--- src/hw/rtl/cnhs_pkg.sv ---
// ----------------------------------------------------------------------------
// Colored noise Heun step package
// Shared types, constants and the micro-program of the arithmetic sequencer.
// ----------------------------------------------------------------------------
package cnhs_pkg;

    localparam int FRAC_BITS = 24;
    localparam int DIV_BITS  = 32 + FRAC_BITS;
    localparam int DIV_STEPS = DIV_BITS / 2;

    localparam logic signed [31:0] Q_ONE         = 32'sd16777216;
    localparam logic signed [31:0] Q_NINE_TENTHS = 32'sd15099494;
    localparam logic signed [31:0] Q_ONE_TENTH   = 32'sd1677722;
    localparam logic [30:0]        CUT_OFF       = 31'h7FFF_FFFF;
    localparam logic [4:0]         PHASE_TWO_AFTER   = 5'd10;
    localparam logic [4:0]         PHASE_THREE_AFTER = 5'd20;

    typedef enum logic [2:0] {
        CFG_CORR_TIME      = 3'd0,
        CFG_STAT_SHAPE     = 3'd1,
        CFG_TIME_STEP      = 3'd2,
        CFG_SQRT_TIME_STEP = 3'd3,
        CFG_OU_DECAY       = 3'd4,
        CFG_OU_GAIN        = 3'd5,
        CFG_BOUND_CUT      = 3'd6,
        CFG_START_VALUE    = 3'd7
    } cfg_idx_t;

    typedef enum logic [2:0] {
        OP_MUL  = 3'd0,
        OP_DIV  = 3'd1,
        OP_ADD  = 3'd2,
        OP_SUB  = 3'd3,
        OP_ADD3 = 3'd4
    } op_t;

    typedef enum logic [4:0] {
        SRC_ETA         = 5'd0,
        SRC_X           = 5'd1,
        SRC_T           = 5'd2,
        SRC_P0          = 5'd3,
        SRC_K           = 5'd4,
        SRC_L           = 5'd5,
        SRC_TAU         = 5'd6,
        SRC_QM1         = 5'd7,
        SRC_H           = 5'd8,
        SRC_HALF_H      = 5'd9,
        SRC_SQRT_H      = 5'd10,
        SRC_G           = 5'd11,
        SRC_G2          = 5'd12,
        SRC_DECAY       = 5'd13,
        SRC_GAIN        = 5'd14,
        SRC_CUT         = 5'd15,
        SRC_U           = 5'd16,
        SRC_ONE         = 5'd17,
        SRC_NINE_TENTHS = 5'd18,
        SRC_ONE_TENTH   = 5'd19
    } src_t;

    typedef enum logic [2:0] {
        DST_X  = 3'd0,
        DST_T  = 3'd1,
        DST_P0 = 3'd2,
        DST_K  = 3'd3,
        DST_L  = 3'd4
    } dst_t;

    typedef struct packed {
        op_t  op;
        src_t a;
        src_t b;
        dst_t dst;
        logic last;
    } uop_t;

    localparam logic [4:0] PC_HEUN_LAST   = 5'd19;
    localparam logic [4:0] PC_FORCE_FIRST = 5'd20;
    localparam logic [4:0] PC_FORCE_LAST  = 5'd22;
    localparam logic [4:0] PC_OU_FIRST    = 5'd23;
    localparam logic [4:0] PC_OU_LAST     = 5'd26;

    // Heun attempt, then the forced value, then the fallback rewrite.
    // ADD3 adds the l term as a third operand without intermediate saturation.
    function automatic uop_t uop_at(input logic [4:0] pc);
        uop_t u;
        u = '{OP_ADD, SRC_ONE, SRC_T, DST_T, 1'b1};
        unique case (pc)
            5'd0:  u = '{OP_MUL,  SRC_X,      SRC_X,       DST_T,  1'b0};
            5'd1:  u = '{OP_MUL,  SRC_T,      SRC_TAU,     DST_T,  1'b0};
            5'd2:  u = '{OP_MUL,  SRC_T,      SRC_QM1,     DST_T,  1'b0};
            5'd3:  u = '{OP_ADD,  SRC_ONE,    SRC_T,       DST_T,  1'b0};
            5'd4:  u = '{OP_DIV,  SRC_X,      SRC_T,       DST_T,  1'b0};
            5'd5:  u = '{OP_DIV,  SRC_T,      SRC_TAU,     DST_P0, 1'b0};
            5'd6:  u = '{OP_MUL,  SRC_H,      SRC_P0,      DST_K,  1'b0};
            5'd7:  u = '{OP_MUL,  SRC_SQRT_H, SRC_G,       DST_L,  1'b0};
            5'd8:  u = '{OP_DIV,  SRC_L,      SRC_TAU,     DST_L,  1'b0};
            5'd9:  u = '{OP_ADD3, SRC_ETA,    SRC_K,       DST_X,  1'b0};
            5'd10: u = '{OP_MUL,  SRC_X,      SRC_X,       DST_T,  1'b0};
            5'd11: u = '{OP_MUL,  SRC_T,      SRC_TAU,     DST_T,  1'b0};
            5'd12: u = '{OP_MUL,  SRC_T,      SRC_QM1,     DST_T,  1'b0};
            5'd13: u = '{OP_ADD,  SRC_ONE,    SRC_T,       DST_T,  1'b0};
            5'd14: u = '{OP_DIV,  SRC_X,      SRC_T,       DST_T,  1'b0};
            5'd15: u = '{OP_DIV,  SRC_T,      SRC_TAU,     DST_T,  1'b0};
            5'd16: u = '{OP_ADD,  SRC_P0,     SRC_T,       DST_T,  1'b0};
            5'd17: u = '{OP_MUL,  SRC_HALF_H, SRC_T,       DST_T,  1'b0};
            5'd18: u = '{OP_SUB,  SRC_L,      SRC_T,       DST_T,  1'b0};
            5'd19: u = '{OP_ADD,  SRC_ETA,    SRC_T,       DST_X,  1'b1};
            5'd20: u = '{OP_MUL,  SRC_ONE_TENTH, SRC_U,    DST_T,  1'b0};
            5'd21: u = '{OP_ADD,  SRC_NINE_TENTHS, SRC_T,  DST_T,  1'b0};
            5'd22: u = '{OP_MUL,  SRC_CUT,    SRC_T,       DST_T,  1'b1};
            5'd23: u = '{OP_MUL,  SRC_ETA,    SRC_DECAY,   DST_T,  1'b0};
            5'd24: u = '{OP_MUL,  SRC_GAIN,   SRC_G2,      DST_K,  1'b0};
            5'd25: u = '{OP_ADD,  SRC_T,      SRC_K,       DST_T,  1'b0};
            5'd26: u = '{OP_MUL,  SRC_CUT,    SRC_T,       DST_T,  1'b1};
            default: u = '{OP_ADD, SRC_ONE, SRC_T, DST_T, 1'b1};
        endcase
        return u;
    endfunction

endpackage

--- src/hw/rtl/cnhs_div.sv ---
// ----------------------------------------------------------------------------
// Colored noise Heun step divider
// Signed Q8.24 quotient (a * 2^24) / b, truncated toward zero and saturated,
// two quotient bits per cycle.
// ----------------------------------------------------------------------------
module cnhs_div
    import cnhs_pkg::*;
(
    input  logic               clk,
    input  logic               rst_n,
    input  logic               start,
    input  logic signed [31:0] dividend,
    input  logic signed [31:0] divisor,
    output logic               done,
    output logic signed [31:0] quotient
);

    localparam int CNT_W = $clog2(DIV_STEPS);

    logic                run_reg;
    logic                done_reg;
    logic [CNT_W-1:0]    cnt_reg;
    logic                neg_reg;
    logic [31:0]         rem_reg;
    logic [DIV_BITS-1:0] quo_reg;
    logic [31:0]         dvs_reg;

    logic [31:0] dividend_mag;
    logic [31:0] divisor_mag;
    logic [32:0] step1;
    logic [32:0] step2;
    logic [DIV_BITS-1:0] quo_next;

    // Returns {quotient bit, new remainder}.
    function automatic logic [32:0] div_step(input logic [31:0] rem,
                                             input logic        bit_in,
                                             input logic [31:0] dvs);
        logic [33:0] diff;
        logic [32:0] shifted;
        shifted = {rem, bit_in};
        diff = {1'b0, shifted} - {2'b00, dvs};
        return diff[33] ? {1'b0, shifted[31:0]} : {1'b1, diff[31:0]};
    endfunction

    always_comb
    begin
        dividend_mag = dividend[31] ? 32'(-dividend) : dividend;
        divisor_mag  = divisor[31] ? 32'(-divisor) : divisor;
        step1 = div_step(rem_reg, quo_reg[DIV_BITS-1], dvs_reg);
        step2 = div_step(step1[31:0], quo_reg[DIV_BITS-2], dvs_reg);
        quo_next = {quo_reg[DIV_BITS-3:0], step1[32], step2[32]};
    end

    // A zero divisor makes every trial succeed, so the magnitude overflows and
    // saturates toward the sign of the dividend, as required.
    always_comb
    begin
        if (!neg_reg) begin
            if (quo_reg > DIV_BITS'(32'h7FFF_FFFF))
                quotient = 32'sh7FFF_FFFF;
            else
                quotient = quo_reg[31:0];
        end
        else begin
            if (quo_reg > DIV_BITS'(32'h8000_0000))
                quotient = 32'sh8000_0000;
            else
                quotient = 32'(32'd0 - quo_reg[31:0]);
        end
    end

    assign done = done_reg;

    always_ff @(posedge clk or negedge rst_n)
    begin
        if (!rst_n) begin
            run_reg  <= 1'b0;
            done_reg <= 1'b0;
            cnt_reg  <= '0;
        end
        else begin
            done_reg <= !start && run_reg && (cnt_reg == CNT_W'(DIV_STEPS - 1));
            if (start) begin
                run_reg <= 1'b1;
                cnt_reg <= '0;
            end
            else if (run_reg) begin
                cnt_reg <= cnt_reg + 1'b1;
                if (cnt_reg == CNT_W'(DIV_STEPS - 1))
                    run_reg <= 1'b0;
            end
        end
    end

    always_ff @(posedge clk)
    begin
        if (start) begin
            neg_reg <= dividend[31] ^ divisor[31];
            rem_reg <= '0;
            quo_reg <= {dividend_mag, FRAC_BITS'(0)};
            dvs_reg <= divisor_mag;
        end
        else if (run_reg) begin
            rem_reg <= step2[31:0];
            quo_reg <= quo_next;
        end
    end

endmodule

--- config.mk ---
export PLATFORM = sky130hd
export DESIGN_NAME = cnhs_div
export DESIGN_NICKNAME = d
export VERILOG_FILES = /design/src/hw/rtl/cnhs_pkg.sv /design/src/hw/rtl/cnhs_div.sv
export SDC_FILE = /design/constraint.sdc
export NUM_CORES = 1
export LEC_CHECK = 0
export ABC_CLOCK_PERIOD_IN_PS = 13200
export BUFFER_PORTS_ARGS = -buffer_cell sky130_fd_sc_hd__buf_2
export CORE_MARGIN = 4
export CORE_UTILIZATION = 50
export CTS_BUF_LIST = sky130_fd_sc_hd__clkbuf_4 sky130_fd_sc_hd__clkbuf_8
export CTS_CLUSTER_DIAMETER = 120
export DETAILED_ROUTE_END_ITERATION = 12
export GPL_ROUTABILITY_DRIVEN = 0
export GPL_TIMING_DRIVEN = 1
export MAX_ROUTING_LAYER = met4
export PLACE_DENSITY = 0.76
export SLEW_MARGIN = 20
export SYNTH_ARGS = -nofsm -noshare
export SYNTH_HDL_FRONTEND = slang
export SYNTH_SLANG_ARGS = --single-unit
--- constraint.sdc ---
create_clock -name clk -period 13.2 [get_ports clk]
set_clock_uncertainty 0.2 [all_clocks]
set_input_delay 0 -clock clk [delete_from_list [all_inputs] [get_ports clk]]
set_output_delay 0 -clock clk [all_outputs]
set_load 0.1 [all_outputs]
==> flow_metrics.py, run 1 <==
metrics = {
    "status": {
        "status": "finished clean",
    },
    "sta": {
        "post-route-period-util_pct": 56.5,
        "worst_pin_slew_ps": 956,
        "fin_setup_tns_ps": 0,
        "max_freq_mhz": 134,
        "hold_viol": 0,
        "slew_violations": 0,
        "setup_viol": 0,
        "rsz0062_at_grt": "false",
        "maxSlewHeadroom_pct": 36.2,
        "min_period_ps": 7450,
    },
    "critical_path": {
        "worstReg2RegEnd": "rem_reg[1]",
        "end_kind": "register",
        "crit_start": "dvs_reg[1]",
        "worst_r2r_path_depth": 23,
        "ff2ff_setup_slack_ps": 5750,
        "start_kind": "register",
        "cp-endpoint": "rem_reg[1]",
        "worstReg2RegStart": "dvs_reg[1]",
        "crit_type": "reg -> reg",
        "crit_fanout": 21,
        "worstPathRequired_ps": 13350,
        "cp.arrival_ps": 7610,
    },
    "placement": {
        "dp_cells": 1601,
        "dp_hpwl_mm": 20.4,
        "io_buffers": 99,
    },
    "routing": {
        "drt_iter0_markers": 974,
        "final_antenna_net_count": 0,
        "via_per_inst": 6.09,
        "firstDrtPassIters": 7,
        "wirelength_mm": 30.3,
        "dr_total_vias": 10600,
        "drc": 0,
        "wl_per_cell_um": 17.5,
    },
    "floorplanning": {
        "rows": 53,
        "initial_utilization_pct": 51.1,
        "die-area_sq_mm": 0.0240,
        "core_area_sq_mm": 0.0211,
        "die_y_um": 155,
        "fp.dieW_um": 155,
        "pin_count": 100,
    },
    "finish": {
        "multi_input_area_sq_mm": 0.00707,
        "fill_cells": 1749,
        "insertedDiodeCount": 0,
        "drive_above_1_share_pct": 12.6,
        "syn2layout_area_growth_pct": 20.0,
        "num-nets-final": 1586,
        "largest_reg_flops": 56,
        "stdcell_count": 1737,
        "final-seq-area_sq_mm": 0.00325,
        "utilization_pct": 61.4,
    },
    "grt": {
        "antenna_found_initial": 0,
        "grt_pass1_wl_mm": 49.7,
        "grt_usage_pct": 25.5,
        "grt_pass1_vias": 10000,
        "grt_max_degree": 83,
        "grt_overflow_total": 0,
    },
    "clock_network": {
        "cts_buffers": 17,
        "cts.sinks": 128,
        "cts_resized": 0,
        "clock_latency_ps": 450,
        "cts_max_level": 4,
        "hold_buffers": 104,
        "path_clk_slew_ps": 80,
        "post-cts-setup-buffers": 0,
        "cts_root_buffer": "clkbuf_8",
        "clockBufferDepth": 2,
        "tritoncts": "yes",
    },
    "synth": {
        "synth_area_sq_mm": 0.0108,
        "synth_edf_count": 65,
        "ys_top_cells_by_count": "141 x nand2_1, 109 x nor2_1, 93 x xnor2_1",
        "synth_most_common_cell": "nand2_1",
        "synthesis.nets": 1417,
        "synth_cell_types": 73,
        "synthTopCellsByArea": "edfxtp_1 18%, dfxtp_1 10%, ha_1 7.9%, xnor2_1 7.6%, nand2_1 4.9%",
        "synth-main-ff-cell": "edfxtp_1",
        "syn_inst": 1280,
        "syn_area_per_cell_sq_um": 8.43,
        "ys_ff_latch": 128,
        "ys_seq_area_share_pct": 30.1,
        "synth_top_area_cell": "edfxtp_1",
        "async_flop_share_pct": 5.47,
        "ys_warn_count": 0,
        "synth.top_cell.area_share_pct": 18.1,
    },
    "power": {
        "peakVddDrop_v": 0.0000914,
        "powerDensity_mw_per_mm2": 205,
        "p_leak_uw": 0.00551,
    },
    "hold_path": {
        "hold_path_class": "in -> reg",
    },
    "job": {
        "cap_violations": 0,
    },
}
## final cells by class
| type | count | area share (%) |
|---|---|---|
| multi-input combinational | 1028 | 54.6 |
| sequential | 128 | 25.1 |
| timing repair buffer | 211 | 12.4 |
| tap | 275 | 2.66 |
| clock buffer | 20 | 2.08 |
| inverter | 63 | 1.83 |
| clock inverter | 12 | 1.38 |
## cell usage in the layout (no fill, tap or decap), drive strengths merged, types with 16 or more instances in the layout
| cell type | n |
|---|---|
| edfxtp | 65 |
| clkbuf | 20 |
| nor2 | 109 |
| dfxtp | 56 |
| a21o | 23 |
| inv | 67 |
| nor3 | 28 |
| o41ai | 16 |
| nand3 | 27 |
| xor2 | 18 |
| a211oi | 17 |
| or3 | 28 |
| a311oi | 25 |
| mux2 | 22 |
| dlygate4sd3 | 104 |
| xnor2 | 93 |
| a21oi | 51 |
| buf | 107 |
| a22o | 29 |
| mux2i | 24 |
| o311ai | 26 |
| ha | 68 |
| nand2 | 141 |
| o21ai | 79 |
| o31ai | 26 |
## logic make-up after synthesis
group	Yosys count	share of synthesized area, %
and+or+nand+nor	436	19.5
AOI/OAI and AO/OA	365	24.2
DFF	128	30.1
buffers and inverters	124	4.41
xor gates and xnor gates	111	9.01
adders and majority gates	70	8.26
muxes	46	4.52
## layer usage
layer  global-route usage [%]  vias up  share of wire [%]
li1                         -     5121                  -
met1                     33.7     4979                 44
met2                     40.6      429                 47
met3                     3.98       55                7.2
met4                     7.36        0                2.2
met5                        -        -                  0
## critical path, cell delays in order, from the launching register on
cell       delay (ps)
edfxtp_1          380
inv_1             100
ha_1              280
nor2b_1           160
o31a_1            180
o211ai_1          150
a2111oi_2         470
o211ai_1          230
a211oi_2          470
or2_1             680
buf_4             380
mux2_2            390
ha_1              220
or4_1             530
o21ai_0           290
buf_4             200
a21oi_1            90
nor2_1            120
a211oi_1          100
o21a_1            230
nor2_2            520
buf_4             380
mux2_2            370
a211oi_1          220
## power breakdown
group	switching, uW	internal (uW)
combinational	1010	709
sequential	53.3	491
clock	170	219
## per-stage QoR
step | total power, uW | hold WS, ps | instance area (sq um) | worst slack, ps
final | 2660 | 68.0 | 12900 | 5750
after CTS | 2630 | 5.66 | 12900 | 5840
after detailed placement | 2190 | -359 | 11500 | 5900
after floorplan | 1850 | -496 | 10800 | 7200
after global placement | 2170 | -358 | 11500 | 6030
after global routing | 2850 | 82.7 | 12900 | 5250
## worst min-delay path by stage
stage / from / endpoint / slack, ps / cells past startpoint
floorplan: rst_n / cnt_reg[0] / -500 / 0
global placement: rst_n / done / -360 / 1
detailed placement: rst_n / done / -360 / 1
CTS: divisor[31] / dvs_reg[29] / 6 / 3
global route: divisor[31] / dvs_reg[29] / 80 / 3
finish: divisor[31] / dvs_reg[29] / 70 / 3
No activity file was read; power rests on OpenSTA's default activity.
==> inputs of run 2 (changes only) <==
--- a/config.mk
+++ b/config.mk
@@ -5,7 +5,7 @@
 export SDC_FILE = /design/constraint.sdc
 export NUM_CORES = 1
 export LEC_CHECK = 0
-export ABC_CLOCK_PERIOD_IN_PS = 13200
+export ABC_CLOCK_PERIOD_IN_PS = 6900
 export BUFFER_PORTS_ARGS = -buffer_cell sky130_fd_sc_hd__buf_2
 export CORE_MARGIN = 4
 export CORE_UTILIZATION = 50
==> constraint.sdc (replaced) <==
create_clock -name clk -period 6.9 [get_ports clk]
set_clock_uncertainty 0.2 [all_clocks]
set_input_delay 0 -clock clk [delete_from_list [all_inputs] [get_ports clk]]
set_output_delay 0 -clock clk [all_outputs]
set_load 0.1 [all_outputs]
==> run 2 against run 1 <==
Effect of this change: clock power increased by 120%; via count increased by 1.0%; power increased by 98%; worst hold slack improved by 48 ps; worst setup slack got worse by 5200 ps; count of clock-buffer cells in the layout increased by 1; largest power group unchanged; global-route usage increased by 0.69 points; utilization increased by 0.76 points; critical path depth unchanged; die area unchanged; final cell count increased by 0.69%.
==> flow_metrics.py, run 2 (synthesis gave the netlist of run 1 again) <==
metrics = {
    "sta": {
        "fin_setup_tns_ps": 0,
        "min_period_ps": 6390,
        "fin_hold_ws_ps": 116,
        "maxSlewHeadroom_pct": 34.9,
        "rsz0062_at_grt": "false",
        "setup_viol": 0,
        "worst_pin_slew_ps": 977,
        "post-route-period-util_pct": 92.7,
        "hold_viol": 0,
        "slew_violations": 0,
        "max_freq_mhz": 156,
        "fin_ws_ps": 507,
    },
    "clock_network": {
        "post-cts-setup-buffers": 0,
        "cts.sinks": 128,
        "cts_resized": 0,
        "clockBufferDepth": 2,
        "hold_buffers": 109,
        "cts_max_level": 4,
        "clock_latency_ps": 460,
        "path_clk_slew_ps": 80,
        "cts_buffers": 17,
        "tritoncts": "yes",
        "cts_root_buffer": "clkbuf_8",
    },
    "routing": {
        "drc": 0,
        "dr_total_vias": 10700,
        "via_per_inst": 6.11,
        "wirelength_mm": 31.1,
        "final_antenna_net_count": 0,
        "wl_per_cell_um": 17.8,
        "drt_iter0_markers": 914,
        "firstDrtPassIters": 5,
    },
    "floorplanning": {
        "rows": 53,
        "core_area_sq_mm": 0.0211,
        "initial_utilization_pct": 51.1,
        "fp.dieW_um": 155,
        "die-area_sq_mm": 0.0240,
        "die_y_um": 155,
        "pin_count": 100,
    },
    "grt": {
        "grt_pass1_wl_mm": 50.7,
        "antenna_found_initial": 1,
        "grt_max_degree": 81,
        "grt_pass1_vias": 10100,
        "grt_overflow_total": 0,
        "grt_usage_pct": 26.2,
    },
    "power": {
        "combPwrFrac_pct": 64.1,
        "p_switching_uw": 2400,
        "powerDensity_mw_per_mm2": 401,
        "p_clk_share_pct": 16.0,
        "peakVddDrop_v": 0.000243,
        "p_leak_uw": 0.00559,
        "seqPwrFrac_pct": 19.9,
        "p_int_uw": 2850,
        "p_sw_share_pct": 45.8,
    },
    "critical_path": {
        "worst_path_max_delay_cell": "or4_1",
        "worstPathRequired_ps": 7060,
        "crit_fanout": 18,
        "cp.arrival_ps": 6550,
        "max_stage_delay_ps": 560,
        "crit_buf_inv": 3,
        "start_kind": "register",
        "critPathTopFamily": "compound AO/OA/AOI/OAI gates",
        "end_kind": "register",
        "crit_chain": "inv_1 > ha_1 > nor2b_1 > o31a_1 > o211ai_1 > a2111oi_2 > o211ai_1 > a211oi_2 > buf_4 > or2_1 > buf_4 > mux2_2 > ha_1 > nand3_1 > nor3_1 > nand4_1 > a21oi_1 > nor2_1 > a211oi_1 > o21a_1 > nor2_2 > or4_1 > a311oi_1",
        "crit_type": "reg -> reg",
    },
    "status": {
        "status": "finished clean",
    },
    "finish": {
        "syn2layout_area_growth_pct": 21.5,
        "utilization_pct": 62.2,
        "final-seq-area_sq_mm": 0.00325,
        "drive_above_1_share_pct": 13.0,
        "final_common_cell": "nand2_1",
        "num-nets-final": 1597,
        "design_area_sq_mm": 0.0131,
        "fill_cells": 1724,
        "layout.cells.most_common_list": "141 x nand2_1, 109 x dlygate4sd3_1, 108 x nor2_1, 98 x buf_2, 93 x xnor2_1",
        "largest_reg_flops": 56,
        "multi_input_area_sq_mm": 0.00707,
    },
    "job": {
        "cap_violations": 0,
    },
    "placement": {
        "dp_slack_ps": 628,
        "place_area_sq_mm": 0.0115,
        "io_buffers": 99,
        "dp_hpwl_mm": 20.5,
    },
    "hold_path": {
        "hold_path_class": "in -> reg",
    },
}
[run 2: changes by cell type in the layout (fill, tap and decap cells not counted), sizes merged]
cell and delta:
clkbuf +1, clkinvlp -1, inv -1, clkinv -1
buf +6, bufinv +2, diode +1, dlygate4sd3 +5
[run 2: final cells by class]
cell class / count / share of cell area, %
well taps: 275 / 2.63
repair buffers: 222 / 12.9
inverters: 63 / 1.80
clock inverters: 11 / 1.69
diodes: 1 / 0.0191
clock buffers: 21 / 2.21
flip-flops and latches: 128 / 24.8
multi-input cells: 1028 / 53.9
[run 2: final timing paths]
kind	from	endpoint	slack, ps	depth (start not counted)
worst max-delay path	dvs_reg[1]	rem_reg[16]	510	23
max in group asynchronous	rst_n	run_reg	5950	3
worst max register to register	dvs_reg[1]	rem_reg[16]	510	23
worst min register to register	rem_reg[31]	rem_reg[31]	280	2
min in group asynchronous	rst_n	run_reg	290	3
worst min-delay path	dividend[31]	neg_reg	120	2
[run 2: through the flow]
stage / instances / power [uW]
after global routing: 1749 / 5610
final: 1749 / 5250
after CTS: 1748 / 5180
after floorplan: 1280 / 3530
after detailed placement: 1607 / 4260
after global placement: 1607 / 4210
[run 2: worst register-to-register path: cells and delay by family (launching register included)]
kind            cells  cell delay [ps]
compound gates      9             2410
fa+ha+maj           2              680
buf+inv             3              530
flops               1              380
mux                 1              400
simple gates        8             1710
[run 2: power by group through the flow]
stage                     logic (uW)  clock network, uW  registers (uW)
after floorplan                 2520                  0            1020
after global placement          3160                  0            1050
after detailed placement        3200                  0            1050
after CTS                       3290                847            1040
after global routing            3670                882            1060
final                           3370                840            1040
[run 2: routing by layer]
metal	part of all wire [%]	GRT usage, %	vias to the layer above
li1	-	-	5139
met1	43	33.6	5019
met2	47	42.4	480
met3	7.7	5.03	56
met4	1.9	7.36	0
met5	0	-	-
==> inputs of run 3 (changes only) <==
--- a/config.mk
+++ b/config.mk
@@ -5,7 +5,7 @@
 export SDC_FILE = /design/constraint.sdc
 export NUM_CORES = 1
 export LEC_CHECK = 0
-export ABC_CLOCK_PERIOD_IN_PS = 6900
+export ABC_CLOCK_PERIOD_IN_PS = 5450
 export BUFFER_PORTS_ARGS = -buffer_cell sky130_fd_sc_hd__buf_2
 export CORE_MARGIN = 4
 export CORE_UTILIZATION = 50
@@ -15,7 +15,7 @@
 export GPL_ROUTABILITY_DRIVEN = 0
 export GPL_TIMING_DRIVEN = 1
 export MAX_ROUTING_LAYER = met4
-export PLACE_DENSITY = 0.76
+export PLACE_DENSITY = 0.79
 export SLEW_MARGIN = 20
 export SYNTH_ARGS = -nofsm -noshare
 export SYNTH_HDL_FRONTEND = slang
==> constraint.sdc (replaced) <==
create_clock -name clk -period 5.45 [get_ports clk]
set_clock_uncertainty 0.2 [all_clocks]
set_input_delay 0 -clock clk [delete_from_list [all_inputs] [get_ports clk]]
set_output_delay 0 -clock clk [all_outputs]
set_load 0.1 [all_outputs]
==> run 3 against run 2 <==
Effect of this change: the flow now finishes with violations (negative setup slack); count of clock-buffer cells in the layout decreased by 4; power increased by 58%; combinational power increased by 81%; utilization increased by 7.0 points; die area unchanged; global-route usage increased by 2.1 points; clock power increased by 3.8%; fmax increased by 11%; via count increased by 11%; wire length increased by 17%; design area increased by 11%; non-clock buffer count increased by 127; critical endpoint is now rem_reg[21]; largest cell class unchanged.
==> flow_metrics.py, run 3 (synthesis gave the netlist of run 1 again) <==
metrics = {
    "routing": {
        "wirelength_mm": 36.3,
        "wl_per_cell_um": 19.3,
        "via_per_inst": 6.34,
        "drt_iter0_markers": 1425,
        "firstDrtPassIters": 6,
        "drc": 0,
        "dr_total_vias": 11900,
        "final_antenna_net_count": 0,
    },
    "floorplanning": {
        "rows": 53,
        "pin_count": 100,
        "die_y_um": 155,
        "die-area_sq_mm": 0.0240,
        "initial_utilization_pct": 51.1,
        "fp.dieW_um": 155,
        "core_area_sq_mm": 0.0211,
    },
    "finish": {
        "drive_above_1_share_pct": 24.9,
        "final_common_cell": "buf_4",
        "syn2layout_area_growth_pct": 35.3,
        "largest_reg_flops": 56,
        "num-nets-final": 1725,
        "fill_cells": 1459,
        "layout.cells.most_common_list": "132 x buf_4, 130 x nand2_1, 107 x nor2_1, 103 x dlygate4sd3_1, 98 x buf_2",
        "design_area_sq_mm": 0.0146,
    },
    "sta": {
        "fin_hold_ws_ps": 93.3,
        "rsz0062_at_grt": "true",
        "fin_setup_tns_ps": -4660,
        "fin_ws_ps": -315,
        "max_freq_mhz": 173,
        "worst_pin_slew_ps": 1030,
        "hold_viol": 0,
        "setup_viol": 32,
        "post-route-period-util_pct": 106,
        "slew_violations": 0,
        "min_period_ps": 5760,
        "maxSlewHeadroom_pct": 31.1,
    },
    "status": {
        "violations": "negative setup slack",
        "status": "finished, violations left",
    },
    "power": {
        "p_leak_uw": 0.00631,
        "peakVddDrop_v": 0.000316,
        "total_power_uw": 8290,
        "powerDensity_mw_per_mm2": 568,
    },
    "clock_network": {
        "clockBufferDepth": 2,
        "cts_root_buffer": "clkbuf_8",
        "tritoncts": "yes",
        "cts.sinks": 128,
        "path_clk_slew_ps": 90,
        "clock_latency_ps": 470,
        "cts_max_level": 4,
        "cts_buffers": 17,
    },
    "grt": {
        "gr-max-usage-layer": "met2",
        "grt_max_degree": 76,
        "grt_overflow_total": 0,
        "met2_usage_pct": 45.8,
        "grt_pass1_wl_mm": 54.9,
        "grtUsageMet1_pct": 35.7,
        "antenna_found_initial": 2,
        "grt_pass1_vias": 11200,
        "grt_usage_pct": 28.3,
        "grt_use_met3_pct": 4.56,
    },
    "hold_path": {
        "hold_path_class": "in -> reg",
    },
    "critical_path": {
        "end_kind": "register",
        "cp.arrival_ps": 5920,
        "start_kind": "register",
        "crit_fanout": 7,
        "crit_type": "reg -> reg",
        "worstPathRequired_ps": 5610,
    },
    "placement": {
        "io_buffers": 99,
        "dp_hpwl_mm": 22.4,
        "place_area_sq_mm": 0.0125,
    },
    "job": {
        "cap_violations": 0,
    },
}
## run 3: changes by cell type in the layout (fill, tap and decap cells not counted), moves of 9 or more
cell      previous run  this run
buf_4               15       132
ha_1                68        54
ha_4                 0        12
a311oi_1            25        14
a311oi_2             0        11
nand2_1            141       130
buf_6                0         9
o21ai_0             78        69
o311ai_0            26        17
o311ai_1             0         9
## run 3: final timing paths
kind                            depth (start not counted)  slack (ps)         start     endpoint
worst min register to register                          2         280   rem_reg[31]  rem_reg[31]
worst max register to register                         27        -310    dvs_reg[1]  rem_reg[21]
worst min-delay path                                    4          90  dividend[31]  quo_reg[25]
max in group asynchronous                               3        4510         rst_n      run_reg
min in group asynchronous                               3         270         rst_n   cnt_reg[2]
worst max-delay path                                   27        -310    dvs_reg[1]  rem_reg[21]
## run 3: through the flow
stage	util [%]	std cells	worst slack, ps
2_1_floorplan	-	1280	-549
3_3_place_gp	59.0	1711	-137
3_5_place_dp	59.0	1711	-295
4_1_cts	66.5	1855	1.87
5_1_grt	69.2	1878	-485
6_report	69.2	1878	-315
## run 3: worst max-delay path, cell delays in order (launching register included)
cell and delay (ps):
edfxtp_1 380, inv_2 70, ha_4 250, nor2b_4 140, o31a_1 150, o211ai_1 110
buf_4 160, a2111oi_4 340, o211ai_1 190, a211oi_2 240, or2_4 190, buf_12 130
buf_8 130, mux2_4 330, ha_4 310, and4_1 260, and3_4 220, nand4_1 130
a21oi_2 190, nor2_2 70, a211oi_2 270, o21a_2 260, or2_1 170, buf_6 150
buf_12 110, clkbuf_16 160, nand2_2 50, a311oi_1 280
## run 3: per-layer routing
metal	part of all wire, %	vias to the layer above
met5	0	-
met4	4.4	0
met3	8.7	201
met2	48	744
met1	39	5549
li1	-	5411
## run 3: what timing repair did
| item | CTS | global route |
|---|---|---|
| pin swaps | 12 | 28 |
| hold buffers | 103 | 0 |
| cloned | 0 | 3 |
| gates resized for setup | 18 | 82 |
| buffers inserted | 9 | 19 |
| hold endpoints to repair | 103 | 0 |
| endpoints found under the setup margin | 33 | 33 |
## run 3: layout make-up
type / count / area [sq um] / share of cell area [%]
Clock buffer: 17 / 234 / 1.60
Inverter: 63 / 236 / 1.62
Antenna cell: 2 / 5.00 / 0.0343
Tap cell: 275 / 344 / 2.36
Multi-Input combinational cell: 1029 / 7590 / 52.0
Timing Repair Buffer: 349 / 2750 / 18.9
Sequential cell: 128 / 3250 / 22.3
Clock inverter: 15 / 171 / 1.17
## run 3: report_power, final
part | switching, uW | total [uW] | internal (uW)
sequential | 135 | 1320 | 1190
clock | 451 | 872 | 421
combinational | 3250 | 6100 | 2850
total | 3840 | 8290 | 4460
